## src/mmfrs_ram.sv

```systemverilog
`timescale 1ns / 1ps
module mmfrs_ram #(
    parameter int unsigned WIDTH = 16,
    parameter int unsigned DEPTH = 16
) (
    input  logic                     clk,
    input  logic                     we,
    input  logic [$clog2(DEPTH)-1:0] waddr,
    input  logic [WIDTH-1:0]         wdata,
    input  logic [$clog2(DEPTH)-1:0] raddr,
    output logic [WIDTH-1:0]         rdata
);
    logic [WIDTH-1:0] mem [DEPTH];

    // Single write port, registered read port
    always_ff @(posedge clk)
    begin
        if (we)
        begin
            mem[waddr] <= wdata;
        end
        rdata <= mem[raddr];
    end
endmodule
```

## config.mk

```make
export PLATFORM = sky130hd
export DESIGN_NAME = mmfrs_ram
export DESIGN_NICKNAME = d
export VERILOG_FILES = /design/src/mmfrs_ram.sv
export SDC_FILE = /design/constraint.sdc
export NUM_CORES = 1
export LEC_CHECK = 0
export BUFFER_PORTS_ARGS = -buffer_cell sky130_fd_sc_hd__buf_2
export CAP_MARGIN = 0
export CORE_MARGIN = 5
export CORE_UTILIZATION = 25
export CTS_CLUSTER_DIAMETER = 120
export DETAILED_ROUTE_END_ITERATION = 8
export RECOVER_POWER = 25
export SYNTH_ARGS = -nofsm -noshare
export SYNTH_HDL_FRONTEND = slang
export SYNTH_SLANG_ARGS = --single-unit
```

## constraint.sdc

```tcl
create_clock -name clk -period 5 [get_ports clk]
set_input_delay 0.25 -clock clk [delete_from_list [all_inputs] [get_ports clk]]
set_output_delay 0.25 -clock clk [all_outputs]
set_load 0.005 [all_outputs]
```

==> results.ini, run 1 <==
[run]
maxCapViolCount=0

[timing]
layout_min_cycle_time_ns=1.92
report.final.slew_viol_count=0
final.setup.tns_ns=0
hold_viol=0
rsz0062_at_grt=no
finalSetupViolCount=0
timing.fmax_ghz=0.521
worst_pin_slew_ns=1.10
fin_crit_sh=0.384
slew_headroom=0.265
holdWs_ns=0.112
finClkSkew_ns=0.0106

[synth]
ys_seq_area_frac=0.797
syn_area_um2=10000
yosys.area.top_type=edfxtp_1
ys_types=19
synth_fp_nets=458
synth_area_leaders=edfxtp_1, mux4_2, dfxtp_1, mux4_1, a22oi_1
avgSynthCellArea_um2=23.2
ys_warn_count=0
synth_top_area_frac=0.765
yosys_register_bits=272
syn-instance-count=432

[detailed_routing]
route.vias.total=4557
ant_nets=0
firstDrtPassIters=4
drt-vias-per-instance=4.35
drt_iter0_drc=369
route.detailed.wl_per_inst_um=20.1
routed_wirelength_um=21100
remaining_drc_errors=0

[global_routing]
grt.overflow.total=0
grt_pass1_vias=4687
antenna_found_initial=2
grt_pass1_wl_um=31200
grt_max_degree=44
grtUsageTotal=0.0943

[final_layout]
fillers=3829
layout_common_cells=edfxtp_1, mux4_2, a22oi_1
nets=526
drive_gt1_frac=0.313
multi_input_area_um2=1970
final_common_cell=edfxtp_1
final-seq-area_um2=8010
syn_to_final_growth_pct=18.5

[place]
gp_congestion=0.692
io_buffers=41
dp_hpwl_um=11900

[worst_setup_path]
startpoint_type=primary input
path_max_fanout=43
crit_path_end_kind=flip-flop
crit_arrival_ns=2.33
required_ns=5.41
crit_type=in2reg

[cts]
cts_buffers=27
clock_path_buffers=3
cts_tree=built
path_clk_slew_ns=0.06
cts_resized=0
h-tree-depth=1
insertion_delay_ns=0.52
post_cts_buffers=0
cts.sinks=272
cts_root_buffer=clkbuf_16
cts_hold_buf=0

[floorplan]
io_pins=42
rows=73
die-area_um2=44300
start_util=0.253
die_h_um=210
core_um2=39700
die_w_um=210

[power_and_ir_drop]
p_per_area_nw_per_um2=408
leakagePower_uw=0.00377
peakVddDrop_mv=0.241

[worst_hold_path]
holdCritPathClass=in2reg

[status]
outcome=complete, no violations

==> flip-flops by register name, summed over array words and instances (netlist names) <==
name and cells:
mem 256, rdata 16
==> cells in the mapped netlist <==
| library cell | instances |
|---|---|
| buf_1 | 3 |
| mux4_1 | 10 |
| buf_4 | 3 |
| nand2_1 | 17 |
| buf_2 | 3 |
| mux4_2 | 54 |
| nand3_1 | 1 |
| edfxtp_1 | 256 |
| and2_1 | 1 |
| or3b_2 | 1 |
| nand3b_1 | 2 |
| buf_6 | 4 |
| dfxtp_1 | 16 |
| nand2b_1 | 2 |
| nor2_1 | 13 |
| nor3_1 | 4 |
| clkbuf_1 | 8 |
| a22oi_1 | 32 |
| nor2b_1 | 2 |
==> through the flow <==
stage / utilization / setup slack (ns) / std cells / total power, uW / instance area (um2)
after detailed placement: 0.276 / 2.45 / 996 / 2840 / 11000
after floorplan: - / 2.69 / 432 / 2730 / 10000
after CTS: 0.300 / 3.00 / 1046 / 4910 / 11900
after global placement: 0.276 / 2.47 / 996 / 2830 / 11000
final: 0.300 / 3.08 / 1047 / 4860 / 11900
after global routing: 0.300 / 2.88 / 1046 / 5040 / 11900
==> layout make-up <==
type | instances | area share
Antenna cell | 1 | 0.000210
Clock buffer | 35 | 0.0643
Clock inverter | 15 | 0.0143
Multi-Input combinational cell | 139 | 0.165
Sequential cell | 272 | 0.673
Tap cell | 525 | 0.0552
Timing Repair Buffer | 60 | 0.0283
==> worst paths after layout <==
kind	from	end	slack, ns	cells after the start
setup / recovery	raddr[0]	rdata[11]	3.08	5
hold / removal	wdata[14]	mem[1][14]	0.11	1
setup reg to reg	mem[9][9]	rdata[9]	3.70	3
hold reg to reg	mem[12][15]	rdata[15]	0.67	3
==> worst max-delay path: stages <==
cell     delay [ns]
buf_4          0.63
buf_4          0.54
mux4_1         0.61
a22oi_1        0.18
nand2_1        0.08
==> routing by layer <==
layer  global-route usage  up-vias  part of all wire
li1                     -     1978                 -
met1                0.138     2442              0.46
met2                0.147      110              0.47
met3               0.0205       25             0.057
met4               0.0183        2             0.014
met5                    0        -           0.00062
==> power by group <==
group	switching [uW]	leakage, uW	total, uW	internal (uW)
logic	126	0.000860	216	89.7
clock network	803	0.000462	2080	1280
registers	14.6	0.00245	2560	2550
==> cell families after synthesis <==
group / count (synthesis) / share of synthesized area
buffers and inverters: 21 / 0.0123
AO/OA/AOI/OAI: 32 / 0.0239
flip-flops: 272 / 0.797
multiplexers: 64 / 0.147
AND/OR/NAND/NOR: 43 / 0.0192
Note: power is estimated with default switching activity, not from simulation.
==> inputs of run 2 (changes only) <==
--- a/config.mk
+++ b/config.mk
@@ -5,6 +5,7 @@
 export SDC_FILE = /design/constraint.sdc
 export NUM_CORES = 1
 export LEC_CHECK = 0
+export ABC_AREA = 1
 export BUFFER_PORTS_ARGS = -buffer_cell sky130_fd_sc_hd__buf_2
 export CAP_MARGIN = 0
 export CORE_MARGIN = 5
==> constraint.sdc (replaced) <==
create_clock -name clk -period 1.85 [get_ports clk]
set_input_delay 0.0925 -clock clk [delete_from_list [all_inputs] [get_ports clk]]
set_output_delay 0.0925 -clock clk [all_outputs]
set_load 0.005 [all_outputs]
==> results.ini, run 2 <==
[global_routing]
grt_max_degree=129
antenna_found_initial=3
grt_pass1_wl_um=42700
grt_pass1_vias=6967
grt.overflow.total=0
grtUsageTotal=0.110

[floorplan]
io_pins=42
die-area_um2=49900
die_h_um=223
core_um2=45200
rows=78
start_util=0.252
die_w_um=223

[cts]
post_cts_buffers=0
cts.sinks=272
cts_hold_buf=16
cts_resized=0
insertion_delay_ns=0.52
h-tree-depth=1
cts_root_buffer=clkbuf_16
cts_buffers=27
cts_tree=built
path_clk_slew_ns=0.06
clock_path_buffers=3

[power_and_ir_drop]
seq_power_share=0.510
leakagePower_uw=0.00560
netSwitchingFraction=0.208
switchingPower_uw=2830
internal_power_uw=10800
p_per_area_nw_per_um2=1010
power_frac_clock=0.430
power_frac_comb=0.061
peakVddDrop_mv=0.501

[synth]
yosys.area.top_type=edfxtp_1
syn-instance-count=1074
yosys_register_bits=272
async_flop_share=0
synth_area_leaders=edfxtp_1, nand2_1, nand3_1, inv_1, dfxtp_1
avgSynthCellArea_um2=10.6
synth_edf_count=256
ys_types=13
synth_fp_nets=1100
yosys.cell_count.top_type=nand2_1
ys_warn_count=0
synth_common_cells=nand2_1, edfxtp_1, inv_1
synth_flop_cell=edfxtp_1
synth_top_area_frac=0.675
syn_area_um2=11400
ys_seq_area_frac=0.704

[timing]
holdWs_ns=0.0924
timing.fmax_ghz=0.838
final.setup.tns_ns=0
report.final.slew_viol_count=0
slew_headroom=0.497
worst_pin_slew_ns=0.755
fin_crit_sh=0.645
finalSetupViolCount=0
layout_setup_ws_ns=0.657
hold_viol=0
layout_min_cycle_time_ns=1.19
rsz0062_at_grt=no
finClkSkew_ns=0.00905

[final_layout]
final-seq-area_um2=8010
final_common_cell=nand2_1
diodes=0
largest_reg_flops=256
fin_cells=1760
syn_to_final_growth_pct=18.2
layout_common_cells=nand2_1, edfxtp_1, inv_1
nets=1166
top_regs=mem (256), rdata (16)
regMostFlops=mem
fillers=4555
drive_gt1_frac=0.102
final_util=0.298
multi_input_area_um2=2360

[detailed_routing]
drt-vias-per-instance=4.16
remaining_drc_errors=0
routed_wirelength_um=28000
route.vias.total=7314
route.detailed.wl_per_inst_um=15.9
firstDrtPassIters=4
ant_nets=0
drt_iter0_drc=629

[worst_setup_path]
worstPathCellList=buf_2
crit_arrival_ns=1.10
r2r_cells=6
cp_slowest_cell=dfxtp_1
startpoint_type=flip-flop
crit_type=reg2out
crit_path_end_kind=primary output
cp_num_cells=1
crit_family=flip-flops
slowest_delay_ns=0.42
crit_buf_inv=1
required_ns=1.76
path_max_fanout=1

[place]
placed_cells=1695
pre_cts_ws_ns=0.473
gp_congestion=0.764
dp_hpwl_um=15400
io_buffers=41

[worst_hold_path]
min_delay_path_depth=4
holdCritPathClass=in2reg

[run]
maxCapViolCount=0

[status]
outcome=complete, no violations

-- run 2: changes by cell type in the layout (fill, tap and decap cells not counted), sizes merged, moves of 4 or more --
cell	change
mux4	-64
clkbuf	-4
nor2	+4
dlygate4sd3	+16
buf	+11
nand2	+324
nand3	+192
a22oi	-32
inv	+196
nor3	-4
-- run 2: kinds of logic (layout without fill, tap and decap cells) --
kind of cell,after synthesis,count (layout),synth area share
DFF,272,272,0.704
buffers and inverters,249,335,0.0921
and+or+nand+nor,553,553,0.204
-- run 2: tightest hold or removal path, cell delays in order --
cell and delay (ns):
buf_2 0.09, inv_1 0.19, nand3_1 0.16, nand2_1 0.05
-- run 2: routing by layer --
| layer | track usage | wire, um | part of all wire |
|---|---|---|---|
| met3 | 0.0191 | 1760 | 0.063 |
| met2 | 0.174 | 12800 | 0.46 |
| met1 | 0.158 | 13000 | 0.46 |
| met4 | 0.0249 | 539 | 0.019 |
| met5 | 0 | 14 | 0.00050 |
-- run 2: stage by stage --
stage | instance area (um2) | total power (uW)
5_1_grt | 13500 | 14100
2_1_floorplan | 11400 | 7520
4_1_cts | 13500 | 13800
3_5_place_dp | 12400 | 7880
3_3_place_gp | 12400 | 7860
6_report | 13500 | 13600
-- run 2: final timing paths --
path                     from         to  slack (ns)
hold / removal       raddr[3]   rdata[0]        0.09
setup / recovery     rdata[6]   rdata[6]        0.66
hold reg to reg    mem[11][3]   rdata[3]        0.65
setup reg to reg  mem[13][14]  rdata[14]        0.88
-- run 2: final cells by class --
| cell class | count | area share |
|---|---|---|
| Sequential cell | 272 | 0.595 |
| Inverter | 198 | 0.0553 |
| Timing Repair Buffer | 88 | 0.0472 |
| Tap cell | 600 | 0.0558 |
| Clock inverter | 19 | 0.0198 |
| Clock buffer | 30 | 0.0510 |
| Multi-Input combinational cell | 553 | 0.176 |
-- run 2: power by group through the flow --
stage | Combinational (uW) | Clock, uW | Sequential (uW)
2_1_floorplan | 465 | 0 | 7060
5_1_grt | 928 | 6220 | 6950
3_5_place_dp | 806 | 0 | 7070
3_3_place_gp | 792 | 0 | 7070
4_1_cts | 841 | 5990 | 6940
6_report | 824 | 5850 | 6940
==> inputs of run 3 (changes only) <==
==> constraint.sdc (replaced) <==
create_clock -name clk -period 1.1 [get_ports clk]
set_input_delay 0.055 -clock clk [delete_from_list [all_inputs] [get_ports clk]]
set_output_delay 0.055 -clock clk [all_outputs]
set_load 0.005 [all_outputs]
==> results.ini, run 3 (same netlist as run 2, synthesis figures left out) <==
[status]
outcome=complete, no violations

[cts]
path_clk_slew_ns=0.06
cts_buffers=28
h-tree-depth=1
insertion_delay_ns=0.54
post_cts_buffers=0
cts.sinks=272
cts_tree=built
cts_root_buffer=clkbuf_16
clock_path_buffers=3

[final_layout]
layout_common_cells=nand2_1, edfxtp_1, inv_1
diodes=0
fin_cells=1782
final_common_cell=nand2_1
nets=1188
top_regs=mem (256), rdata (16)
largest_reg_flops=256
fillers=4567
drive_gt1_frac=0.118
final-seq-area_um2=8020
multi_input_area_um2=2360
syn_to_final_growth_pct=20.9
regMostFlops=mem

[floorplan]
die-area_um2=49900
start_util=0.252
io_pins=42
die_h_um=223
core_um2=45200
rows=78
die_w_um=223

[global_routing]
grt_max_degree=52
antenna_found_initial=1
use_met1=0.153
grt_use_met3=0.0234
grt.overflow.total=0
busiest_layer=met2
grt_pass1_vias=7264
grtUsageTotal=0.109
grt_pass1_wl_um=42700
grt_util_met2=0.175

[timing]
report.final.slew_viol_count=0
layout_setup_ws_ns=0.0453
rsz0062_at_grt=no
hold_viol=0
slew_headroom=0.493
layout_min_cycle_time_ns=1.05
finalSetupViolCount=0
timing.fmax_ghz=0.948
holdWs_ns=0.174
final.setup.tns_ns=0
worst_pin_slew_ns=0.761
finClkSkew_ns=0.0139
fin_crit_sh=0.959

[power_and_ir_drop]
seq_power_share=0.527
internal_power_uw=17400
peakVddDrop_mv=1.15
power_frac_clock=0.405
leakagePower_uw=0.00574
switchingPower_uw=4750
p_total_uw=22200
power_frac_comb=0.068
p_per_area_nw_per_um2=1610
netSwitchingFraction=0.214

[worst_setup_path]
startpoint_type=flip-flop
crit_type=reg2out
required_ns=1.04
crit_path_end_kind=primary output
path_max_fanout=1
r2r_slack_ns=0.15
crit_buf_inv=1
slowest_delay_ns=0.35
crit_family=flip-flops
crit_arrival_ns=1.00
cp_slowest_cell=dfxtp_2
worstPathCellList=buf_2

[detailed_routing]
ant_nets=0
routed_wirelength_um=27800
firstDrtPassIters=4
remaining_drc_errors=0
drt_iter0_drc=516
drt-vias-per-instance=4.16
route.detailed.wl_per_inst_um=15.6
route.vias.total=7408

[place]
io_buffers=41
placed_cells=1714
pre_cts_ws_ns=-0.0939
dp_hpwl_um=17300
gp_congestion=0.783

[run]
maxCapViolCount=0

[worst_hold_path]
holdCritPathClass=in2reg

## run 3: cell types whose count changed in the layout (fill, tap and decap cells not counted), moves of 6 or more
| cell | delta |
|---|---|
| buf_12 | +18 |
| dfxtp_1 | -7 |
| dfxtp_2 | +7 |
| clkbuf_1 | +6 |
## run 3: final cells by class
class	instances	area share
clock buffer	41	0.0560
multi-input combinational	553	0.172
sequential	272	0.583
inverter	198	0.0541
clock inverter	9	0.00682
timing repair buffer	109	0.0744
tap	600	0.0546
## run 3: path summary, 6_finish.rpt
check        startpoint        end  depth (start not counted)
min reg2reg  mem[12][9]   rdata[9]                          6
min            raddr[1]   rdata[3]                          6
max reg2reg  mem[5][13]  rdata[13]                          6
max            rdata[5]   rdata[5]                          1
## run 3: repair_timing
item                                    in CTS  in global routing
hold endpoints to repair                   259                  0
cloned                                       0                  0
hold buffers                                18                  0
gates resized for setup                      7                  3
endpoints found under the setup margin       7                  2
## run 3: worst register-to-register path, stage by stage (launching register included)
cell      delay (ns)
edfxtp_1        0.36
inv_1           0.06
nand2_1         0.04
nand3_1         0.08
nand3_1         0.07
nand3_1         0.11
nand2_1         0.11
## run 3: metal layers
metal / wire, um / vias to the layer above
li1: - / 3642
met1: 13000 / 3542
met2: 12800 / 188
met3: 1640 / 34
met4: 412 / 2
met5: 7 / -
## run 3: metrics by stage
stage                util  cell area (um2)
finish              0.305            13800
global route        0.305            13800
CTS                 0.306            13800
detailed placement  0.283            12800
global placement    0.283            12800
floorplan               -            11400
## run 3: power by group through the flow
stage	sequential [uW]	clock, uW	combinational (uW)
6_report	11700	8980	1510
5_1_grt	11700	9620	1680
4_1_cts	11700	9180	1550
3_5_place_dp	11900	0	1490
3_3_place_gp	11900	0	1460
2_1_floorplan	11900	0	789
